`src/sv/ptc_pkg.sv`:
```
// Package: pixel types, register indexes and pipeline constants for the tone curve.
`timescale 1ns / 1ps
`default_nettype none
package ptc_pkg;

  typedef struct packed {
    logic [7:0] red_in;
    logic [7:0] green_in;
    logic [7:0] blue_in;
    logic [7:0] alpha_in;
  } pix_in_t;

  typedef struct packed {
    logic [7:0] red_out;
    logic [7:0] green_out;
    logic [7:0] blue_out;
    logic [7:0] alpha_out;
  } pix_out_t;

  typedef enum logic [1:0] {
    REG_POINT_COUNT = 2'd0,
    REG_POINTS_LOW  = 2'd1,
    REG_POINTS_HIGH = 2'd2
  } cfg_reg_t;

  localparam int NUM_PTS   = 8;
  localparam int DIV_STG   = 4;
  // search, multiply, numerator, divider stages, output register
  localparam int LAT       = 3 + DIV_STG + 1;
  localparam logic [3:0]  RST_COUNT = 4'd2;
  localparam logic [63:0] RST_LOW   = 64'h0000_0000_FFFF_0000;
  localparam logic [63:0] RST_HIGH  = 64'h0;

endpackage
`default_nettype wire

```
`src/sv/ptc_div.sv`:
```
// Pipelined restoring divider: 8-bit quotient, two quotient bits per stage.
`timescale 1ns / 1ps
`default_nettype none
module ptc_div (
  input  wire logic        clk,
  input  wire logic        en,
  input  wire logic [17:0] num,
  input  wire logic [8:0]  den,
  output logic [7:0]       quo
);
  import ptc_pkg::*;

  logic [17:0] rem_q [DIV_STG];
  logic [8:0]  den_q [DIV_STG];
  logic [7:0]  quo_q [DIV_STG];

  for (genvar s = 0; s < DIV_STG; s++) begin : g_stage
    logic [17:0] rem_in, rem_mid, rem_out;
    logic [8:0]  den_in;
    logic [7:0]  quo_in, quo_out;
    logic [17:0] trial_hi, trial_lo;

    always_comb begin
      if (s == 0) begin
        rem_in = num;
        den_in = den;
        quo_in = '0;
      end else begin
        rem_in = rem_q[s-1];
        den_in = den_q[s-1];
        quo_in = quo_q[s-1];
      end
      trial_hi = {9'd0, den_in} << (7 - 2*s);
      trial_lo = {9'd0, den_in} << (6 - 2*s);
      quo_out = quo_in;
      rem_mid = rem_in;
      if (rem_in >= trial_hi) begin
        rem_mid = rem_in - trial_hi;
        quo_out[7-2*s] = 1'b1;
      end
      rem_out = rem_mid;
      if (rem_mid >= trial_lo) begin
        rem_out = rem_mid - trial_lo;
        quo_out[6-2*s] = 1'b1;
      end
    end

    always_ff @(posedge clk) begin
      if (en) begin
        rem_q[s] <= rem_out;
        den_q[s] <= den_in;
        quo_q[s] <= quo_out;
      end
    end
  end

  assign quo = quo_q[DIV_STG-1];

endmodule
`default_nettype wire

```
`src/sv/ptc_lane.sv`:
```
// One color lane: segment search, interpolation products, numerator and divide.
`timescale 1ns / 1ps
`default_nettype none
module ptc_lane (
  input  wire logic         clk,
  input  wire logic         en,
  input  wire logic [7:0]   v,
  input  wire logic [3:0]   n,
  input  wire logic [127:0] pts,
  output logic [7:0]        res
);
  import ptc_pkg::*;

  // stage 1: find segment
  logic [2:0] seg;
  logic       run;
  logic [2:0] seg_nx;
  logic       byp_c;
  logic [7:0] bval_c;
  logic [7:0] xa, ya, xb, yb;

  always_comb begin
    seg = '0;
    run = 1'b1;
    for (int k = 1; k < NUM_PTS; k++) begin
      run = run && (4'(k) < n) && (pts[16*k +: 8] < v);
      seg = seg + 3'(run);
    end
    seg_nx = seg + 3'd1;
    xa = pts[{seg, 4'd0} +: 8];
    ya = pts[{seg, 4'd8} +: 8];
    xb = pts[{seg_nx, 4'd0} +: 8];
    yb = pts[{seg_nx, 4'd8} +: 8];
    byp_c  = 1'b1;
    bval_c = v;
    if (n == 4'd0) begin
      bval_c = v;
    end else if ({1'b0, seg} + 4'd1 >= n) begin
      bval_c = pts[{n[2:0] - 3'd1, 4'd8} +: 8];
    end else if (xa > v) begin
      bval_c = pts[15:8];
    end else begin
      byp_c = 1'b0;
    end
  end

  logic       byp1;
  logic [7:0] bv1, v1, x0, y0, x1, y1;
  always_ff @(posedge clk) begin
    if (en) begin
      byp1 <= byp_c;
      bv1  <= bval_c;
      v1   <= v;
      x0   <= xa;
      y0   <= ya;
      x1   <= xb;
      y1   <= yb;
    end
  end

  // stage 2: products
  logic [7:0] dx_c, dv_c;
  logic signed [8:0] dy_c;
  always_comb begin
    dx_c = x1 - x0;
    dv_c = v1 - x0;
    dy_c = $signed({1'b0, y1}) - $signed({1'b0, y0});
  end

  logic               byp2;
  logic [7:0]         bv2, dx2;
  logic signed [17:0] prod2;
  logic [15:0]        base2;
  always_ff @(posedge clk) begin
    if (en) begin
      byp2  <= byp1 || (dx_c == 8'd0);
      bv2   <= byp1 ? bv1 : y0;
      dx2   <= dx_c;
      prod2 <= $signed({1'b0, dv_c}) * dy_c;
      base2 <= y0 * dx_c;
    end
  end

  // stage 3: rounded numerator and divisor
  logic signed [18:0] sum_c;
  logic [16:0]        num_c;
  always_comb begin
    sum_c = $signed({3'b000, base2}) + 19'(prod2);
    num_c = sum_c[18] ? 17'd0 : sum_c[16:0];
  end

  logic        byp3;
  logic [7:0]  bv3;
  logic [17:0] nn3;
  logic [8:0]  dd3;
  always_ff @(posedge clk) begin
    if (en) begin
      byp3 <= byp2;
      bv3  <= bv2;
      nn3  <= {num_c, 1'b0} + {10'd0, dx2};
      dd3  <= {dx2, 1'b0};
    end
  end

  // divider stages, bypass carried alongside
  logic [7:0] quo;
  ptc_div u_div (
    .clk (clk),
    .en  (en),
    .num (nn3),
    .den (dd3),
    .quo (quo)
  );

  logic       byp_d [DIV_STG];
  logic [7:0] bv_d  [DIV_STG];
  always_ff @(posedge clk) begin
    if (en) begin
      byp_d[0] <= byp3;
      bv_d[0]  <= bv3;
      for (int s = 1; s < DIV_STG; s++) begin
        byp_d[s] <= byp_d[s-1];
        bv_d[s]  <= bv_d[s-1];
      end
    end
  end

  assign res = byp_d[DIV_STG-1] ? bv_d[DIV_STG-1] : quo;

endmodule
`default_nettype wire

```
`src/sv/piecewise_linear_tone_curve_rgb.sv`:
```
// Top level: RGB tone curve with configuration registers and pipeline control.
//
//  channel | direction | handshake              | payload
//  --------+-----------+------------------------+---------------------------
//  in      | to block  | in_valid / in_stall    | ptc_pkg::pix_in_t
//  out     | from block| out_valid / out_stall  | ptc_pkg::pix_out_t
//  cfg     | to block  | cfg_valid / cfg_ready  | cfg_index, cfg_data
//
// One pixel enters per cycle unless the pipeline holds; each result passes
// through the search, multiply, numerator, four two-bit divider stages
// and the output register. The whole pipeline advances together and holds
// when the output register is full and stalled; in_stall mirrors that hold.
// rst is synchronous; it clears the valid bits and loads the curve registers with their reset values.
`timescale 1ns / 1ps
`default_nettype none
module piecewise_linear_tone_curve_rgb #(
  parameter int MAX_POINTS = 8
) (
  input  wire logic             clk,
  input  wire logic             rst,
  input  wire logic             in_valid,
  output logic                  in_stall,
  input  wire ptc_pkg::pix_in_t in_data,
  output logic                  out_valid,
  input  wire logic             out_stall,
  output ptc_pkg::pix_out_t     out_data,
  input  wire logic             cfg_valid,
  output logic                  cfg_ready,
  input  wire logic [1:0]       cfg_index,
  input  wire logic [63:0]      cfg_data
);
  import ptc_pkg::*;

  // curve registers
  logic [3:0]  point_count;
  logic [63:0] points_low, points_high;

  assign cfg_ready = 1'b1;

  always_ff @(posedge clk) begin
    if (rst) begin
      point_count <= RST_COUNT;
      points_low  <= RST_LOW;
      points_high <= RST_HIGH;
    end else if (cfg_valid && cfg_ready) begin
      case (cfg_index)
        REG_POINT_COUNT: point_count <= cfg_data[3:0];
        REG_POINTS_LOW:  points_low  <= cfg_data;
        REG_POINTS_HIGH: points_high <= cfg_data;
        default: ;
      endcase
    end
  end

  // clamp count to the configured limit
  logic [3:0] n_eff;
  assign n_eff = (point_count > 4'(MAX_POINTS)) ? 4'(MAX_POINTS) : point_count;

  // advance everything unless a finished result is held at the output
  logic en;
  logic [LAT-1:0] vld;
  assign en        = !(vld[LAT-1] && out_stall);
  assign in_stall  = !en;
  assign out_valid = vld[LAT-1];

  always_ff @(posedge clk) begin
    if (rst) begin
      vld <= '0;
    end else if (en) begin
      vld <= {vld[LAT-2:0], in_valid};
    end
  end

  // alpha rides alongside the lanes
  logic [7:0] alpha_q [LAT-1];
  always_ff @(posedge clk) begin
    if (en) begin
      alpha_q[0] <= in_data.alpha_in;
      for (int s = 1; s < LAT - 1; s++) begin
        alpha_q[s] <= alpha_q[s-1];
      end
    end
  end

  logic [127:0] pts;
  assign pts = {points_high, points_low};

  logic [7:0] r_res, g_res, b_res;

  ptc_lane u_red (
    .clk (clk), .en (en), .v (in_data.red_in), .n (n_eff), .pts (pts), .res (r_res)
  );
  ptc_lane u_green (
    .clk (clk), .en (en), .v (in_data.green_in), .n (n_eff), .pts (pts), .res (g_res)
  );
  ptc_lane u_blue (
    .clk (clk), .en (en), .v (in_data.blue_in), .n (n_eff), .pts (pts), .res (b_res)
  );

  // output register
  always_ff @(posedge clk) begin
    if (en) begin
      out_data.red_out   <= r_res;
      out_data.green_out <= g_res;
      out_data.blue_out  <= b_res;
      out_data.alpha_out <= alpha_q[LAT-2];
    end
  end

  // accepted transaction lands in the first stage
  a_enter: assert property (@(posedge clk) disable iff (rst)
    (in_valid && !in_stall) |=> vld[0])
    else $error("accepted transaction missing from first stage");

  // hold only when the output is full and stalled
  a_hold: assert property (@(posedge clk) disable iff (rst)
    in_stall |-> (out_valid && out_stall))
    else $error("pipeline held without output stall");

  // a held result stays valid
  a_keep: assert property (@(posedge clk) disable iff (rst)
    (out_valid && out_stall) |=> out_valid)
    else $error("held result dropped");

endmodule
`default_nettype wire
```
`config.mk`:
```
export PLATFORM = sky130hd
export DESIGN_NAME = piecewise_linear_tone_curve_rgb
export DESIGN_NICKNAME = d
export VERILOG_FILES = /design/src/sv/ptc_pkg.sv /design/src/sv/ptc_div.sv /design/src/sv/ptc_lane.sv /design/src/sv/piecewise_linear_tone_curve_rgb.sv
export SDC_FILE = /design/constraint.sdc
export NUM_CORES = 2
export LEC_CHECK = 0
export BUFFER_PORTS_ARGS = -buffer_cell sky130_fd_sc_hd__buf_2
export CORE_UTILIZATION = 55
export CTS_CLUSTER_DIAMETER = 200
export DETAILED_ROUTE_END_ITERATION = 10
export GPL_TIMING_DRIVEN = 0
export PLACE_DENSITY = 0.74
export RECOVER_POWER = 25
export SYNTH_ARGS = -nofsm -noshare
export SYNTH_HDL_FRONTEND = slang
export SYNTH_SLANG_ARGS = --single-unit
```
`constraint.sdc`:
```
create_clock -name clk -period 35.6 [get_ports clk]
set_input_delay 7.12 -clock clk [delete_from_list [all_inputs] [get_ports clk]]
set_output_delay 7.12 -clock clk [all_outputs]
set_load 0.01 [all_outputs]
```
Word level (Yosys, flattened, before mapping). Memories as Yosys holds them, arrays and structs flattened. A register that Yosys moved wholly into a read port is not among the register bits. Cells that the tools add are included.

$add $sub $neg: 64. $mul: 6. Div/mod/pow operators: 0. Magnitude comparators: 59. Eq/ne operators: 2. Shift operators: 13. Multiplexer cells: 71. Bitwise gates (word level): 0. Reduce and logical (&&, ||, !) cells: 55.

Operators with widths (count): $shiftx 128x8->8 (13); $mux 18 (24); $lt 8x8->1 (21); $mux 8 (15); $add 17x18->19 (3); $add 18x8->18 (3); $ge 18x10->1 (3); $ge 18x11->1 (3); $ge 18x12->1 (3); $ge 18x13->1 (3); $ge 18x14->1 (3); $ge 18x15->1 (3); $ge 18x16->1 (3); $ge 18x9->1 (3); $mul 9x9->18 (3); $sub 18x10->18 (3); $sub 18x11->18 (3); $sub 18x12->18 (3); $sub 18x13->18 (3); $sub 18x14->18 (3); $sub 18x15->18 (3); $sub 18x16->18 (3); $sub 18x9->18 (3); $mux 17 (3); other kinds (26) (137).

Register bits after elaboration: 569. Latch bits: 0. RAM bits: 584. ROM bits: 0. Bits of input ports: 103. Output and inout bits: 35. Word-level logic and storage cells: 341. Memories: 16.

Memory list: u_blue.u_div.rem_q (words 4, bits a word 18, rd ports 3, clocked after Yosys merged registers in 0, write ports 4, line ptc_div.sv:13) `logic [17:0] rem_q [DIV_STG];`; u_green.u_div.rem_q (words 4, bits a word 18, rd ports 3, clocked after Yosys merged registers in 0, write ports 4, line ptc_div.sv:13); u_red.u_div.rem_q (words 4, bits a word 18, rd ports 3, clocked after Yosys merged registers in 0, write ports 4, line ptc_div.sv:13); alpha_q (words 7, bits a word 8, rd ports 7, clocked after Yosys merged registers in 1, write ports 7, line piecewise_linear_tone_curve_rgb.sv:75) `logic [7:0] alpha_q [LAT-1];`; u_blue.u_div.den_q (words 4, bits a word 9, rd ports 3, clocked after Yosys merged registers in 0, write ports 4, line ptc_div.sv:14) `logic [8:0] den_q [DIV_STG];`; u_green.u_div.den_q (words 4, bits a word 9, rd ports 3, clocked after Yosys merged registers in 0, write ports 4, line ptc_div.sv:14); +10 memories.

Longest topological paths before layout.
Depth after elaboration: 22. Depth in mapped cells: 34.

Hierarchy. From an unflattened synthesis, not the netlist that was laid out.

Cells, all modules: 6963. Area, all modules: 79480.0 um^2.

By module, submodules not included: ptc_lane at u_red (times used 1, cells each 1355, area each 15939.0 um^2, seq. area each 5104.9 um^2); ptc_lane at u_green (times used 1, cells each 1349, area each 15887.7 um^2, seq. area each 5104.9 um^2); ptc_lane at u_blue (times used 1, cells each 1350, area each 15881.5 um^2, seq. area each 5104.9 um^2); ptc_div at u_blue.u_div ... (times used 2, cells each 760, area each 7828.8 um^2, seq. area each 3032.9 um^2); piecewise_linear_tone_curve_rgb (times used 1, cells each 653, area each 8543.2 um^2, seq. area each 5445.2 um^2); ptc_div at u_green.u_div (times used 1, cells each 736, area each 7571.0 um^2, seq. area each 3032.9 um^2).

Least setup slack after synthesis. OpenSTA, ideal clock, no wires.

Path type: in2out. From: input port out_stall. To: output port in_stall. Data arrival time: 32.093 ns. Data required time: 28.480 ns. Path slack: -3.613 ns. Stages: 2. Path buffers: 0. Cell sequence: nand2_1 -> clkinv_1.

Cells in the longest elaborated chain, start to end: 1.

RTL lines: from (decl) (line piecewise_linear_tone_curve_rgb.sv:25) `input wire logic out_stall,`; $logic_and 1x1->1 (line piecewise_linear_tone_curve_rgb.sv:62) `assign en = !(vld[LAT-1] && out_stall);`; to (decl) (line piecewise_linear_tone_curve_rgb.sv:22) `output logic in_stall,`.

No other way between the ends.

Final worst setup path.
From: input port in_data[25] (netlist bit). To: register u_red.bv1[6], data pin.

Cells in the longest elaborated chain, start to end: 20. Elaborated cells on any way between the ends: 33.

RTL lines: from (decl) (line piecewise_linear_tone_curve_rgb.sv:23) `input wire ptc_pkg::pix_in_t in_data,`; branches (longest 18 deep; another with $lt 8x8->1); $mux 8 * (line ptc_lane.sv:38) `end else if ({1'b0, seg} + 4'd1 >= n) begin`; $mux 8 * (line ptc_lane.sv:36) `if (n == 4'd0) begin`; via u_red.bval_c[6] (line ptc_lane.sv:19) `logic [7:0] bval_c;`; to (signal assigned) (line ptc_lane.sv:52) `bv1 <= bval_c;`; to (decl) (line ptc_lane.sv:48) `logic [7:0] bv1, v1, x0, y0, x1, y1;`.

Mark *: on every way through the listed nets, which the timed path passes. A chain may end at the register's enable or synchronous reset.

==> results.toml <==
[status]
outcome = "finished, violations left"
violations = "design-rule violations, max-capacitance violations, max-slew violations"

[setup_path]
slowest_delay_ps = 740
crit_fanout = 10
worst-r2r-setup-slack_ps = 24100
cp_slowest_cell = "clkbuf_1"
worstSetupPathType = "in -> reg"
reg2reg_depth = 34
worstPathRequired_ps = 36090
start_kind = "input port"
worstReg2RegEnd = "u_red.bv1[6]"
r2r_start = "point_count[3]"
arrival_ps = 16770
startpoint = "in_data[25]"
end_kind = "flip-flop"

[clock_tree]
cts-buffers-inserted = 111
clock_sinks = 1023
root_buffer = "clkbuf_16"
tritoncts = "yes"
cts_resized = 0
insertion_delay_ps = 760
postCtsSetupRepairBufs = 0
cts_hold_buf = 0
htreeDepth = 3
clockBufferDepth = 3
cts.clk_slew.worst_paths_ps = 60

[synth]
synthArstFlopShare_pct = 0
synthAdderAreaFrac_pct = 20.8
syn_area_per_cell_um2 = 11.1
yosysWarnings = 0
yosysMostFrequentCell = "edfxtp_1"
yosys.area_share.simple_pct = 11.9
synth_edf_count = 883
synth_area_leader_cell = "edfxtp_1"
synth_xor_area_share_pct = 4.37
synth-compound-area-share_pct = 9.87
synthCells = 6714
synthTopCellsByCount = "883 x edfxtp_1, 783 x ha_1, 726 x nand2_1, 664 x inv_1, 409 x a21oi_1"
synth_top_family_by_area = "adder cells"
synth_area_um2 = 74400
synth_flop_cell = "edfxtp_1"
synth_top_area_share_pct = 35.7
ys_types = 99
synthTopCellsByArea = "edfxtp_1 36%, ha_1 13%, fa_1 7.6%"
synthMuxAreaShare_pct = 9.35
synth.ff_latch_count = 1023
ys_seq_area_share_pct = 39.4
synthesis.nets = 7882

[floorplan]
rows = 134
die_h_um = 370
dieArea_um2 = 137000
ios = 138
core_area_um2 = 134000
initial_core_util_pct = 55.6
die_w_um = 370

[sta]
drv_slew = 11
rsz0062_at_grt = "no"
min_period_ps = 16280
period_share_pct = 45.7
setup_viol = 0
tightest_slew_ps = 1530
setup_tns_ps = 0
slew_headroom_pct = -3.46
skew_ps = 56.2
hold_viol = 0
max_freq_ghz = 0.0614

[global_routing]
grt_max_degree = 130
track_usage_pct = 28.2
antenna_found_initial = 12
grt_pass1_vias = 52300
grt_pass1_wl_um = 296000
grt_overflow_total = 0

[detailed_routing]
routed_via_density = 5.97
dr_total_vias = 52800
ant_nets = 0
initialDrtViolationCount = 4390
routed_wl_um = 192000
drc = 3
wl_per_cell_um = 21.7
drt_first_pass_iters = 11

[worst_hold_path]
hold_depth = 0
holdPathEnd = "u_green.bv_d[0][6]"
min_path_type = "reg -> reg"
hp-start = "u_green.bv3[6]"

[flow_run]
maxCapViolations = 1

[placed_design]
hpwl_um = 147000
portBuffers = 135
place_congestion = 1.00

[finish]
drive_gt1_share_pct = 10.6
fillerInstances = 10800
nets = 8138
area_growth_pct = 9.24
==> cell families after synthesis <==
kind of cell	count (synthesis)
mux	414
fa+ha+maj	1065
simple gates	1827
compound gates	1179
flops	1023
xor+xnor	369
other cells	1
buf+inv	836
==> layer usage <==
metal / global-route usage (%) / routed length (um)
met3: 5.33 / 14600
met5: 0 / 23
met1: 35.5 / 76900
met2: 45.4 / 88500
met4: 16.4 / 12100
==> worst max path at each step <==
stage	cells after the start	end	slack [ps]
CTS	34	u_red.bv1[6]	19630
global route	33	u_green.bv1[3]	18870
floorplan	2	in_stall	7230
detailed placement	34	u_red.bv1[6]	18840
finish	34	u_red.bv1[6]	19320
global placement	4	in_stall	1890
==> metrics by stage <==
stage | area [um2] | instances | setup slack, ps | utilization, % | hold WS [ps]
floorplan | 74400 | 6714 | 7230 | - | 400
global placement | 77300 | 8617 | 1890 | 57.7 | 400
detailed placement | 77500 | 8625 | 18840 | 57.9 | 405
CTS | 81200 | 8832 | 19630 | 60.7 | 382
global route | 81200 | 8838 | 18870 | 60.7 | 393
finish | 81200 | 8845 | 19320 | 60.7 | 382
==> worst max-delay path: cells and delay by family <==
kind	cells	cell delay, ps
buffers and inverters	12	3640
adders and majority gates	7	2490
AOI/OAI and AO/OA	8	1400
and+or+nand+nor	6	1390
xor gates and xnor gates	1	700
==> cells in the final DEF, fill, tap and decap left out, drive strengths merged, types with 118 or more instances in the layout <==
master / instances
dfxtp: 140
o21ai: 284
xnor2: 239
buf: 189
mux2: 164
and2: 144
fa: 282
nand2: 726
inv: 680
xor2: 130
ha: 783
edfxtp: 883
nor2b: 118
a21o: 150
a21oi: 410
clkbuf: 250
nor2: 334
mux4: 208
==> state kept, by name (all words and copies together) (netlist names), 20 cells and up <==
name	flops
u_blue.bv_d	32
u_blue.u_div.rem_q	54
u_blue.u_div.den_q	21
u_red.u_div.den_q	21
u_red.u_div.quo_q	20
alpha_q	56
u_red.bv_d	32
u_green.u_div.den_q	21
u_green.bv_d	32
points_low	64
out_data	32
u_green.u_div.rem_q	54
u_blue.u_div.quo_q	20
u_green.u_div.quo_q	20
points_high	64
u_red.u_div.rem_q	54
==> area by class of cell <==
class / instances / area, um2 / share of cell area [%]
inverter: 668 / 2510 / 3.09
tap: 1768 / 2210 / 2.72
timing repair buffer: 143 / 896 / 1.10
buffer: 168 / 682 / 0.839
clock buffer: 128 / 2900 / 3.57
clock inverter: 79 / 831 / 1.02
multi-input combinational: 4855 / 41900 / 51.5
sequential: 1023 / 29300 / 36.1
antenna: 13 / 32.5 / 0.0400
Power is left out: the tool's default activity adds up to more than one toggle a clock period on the data nets, which glitch-free logic cannot reach.
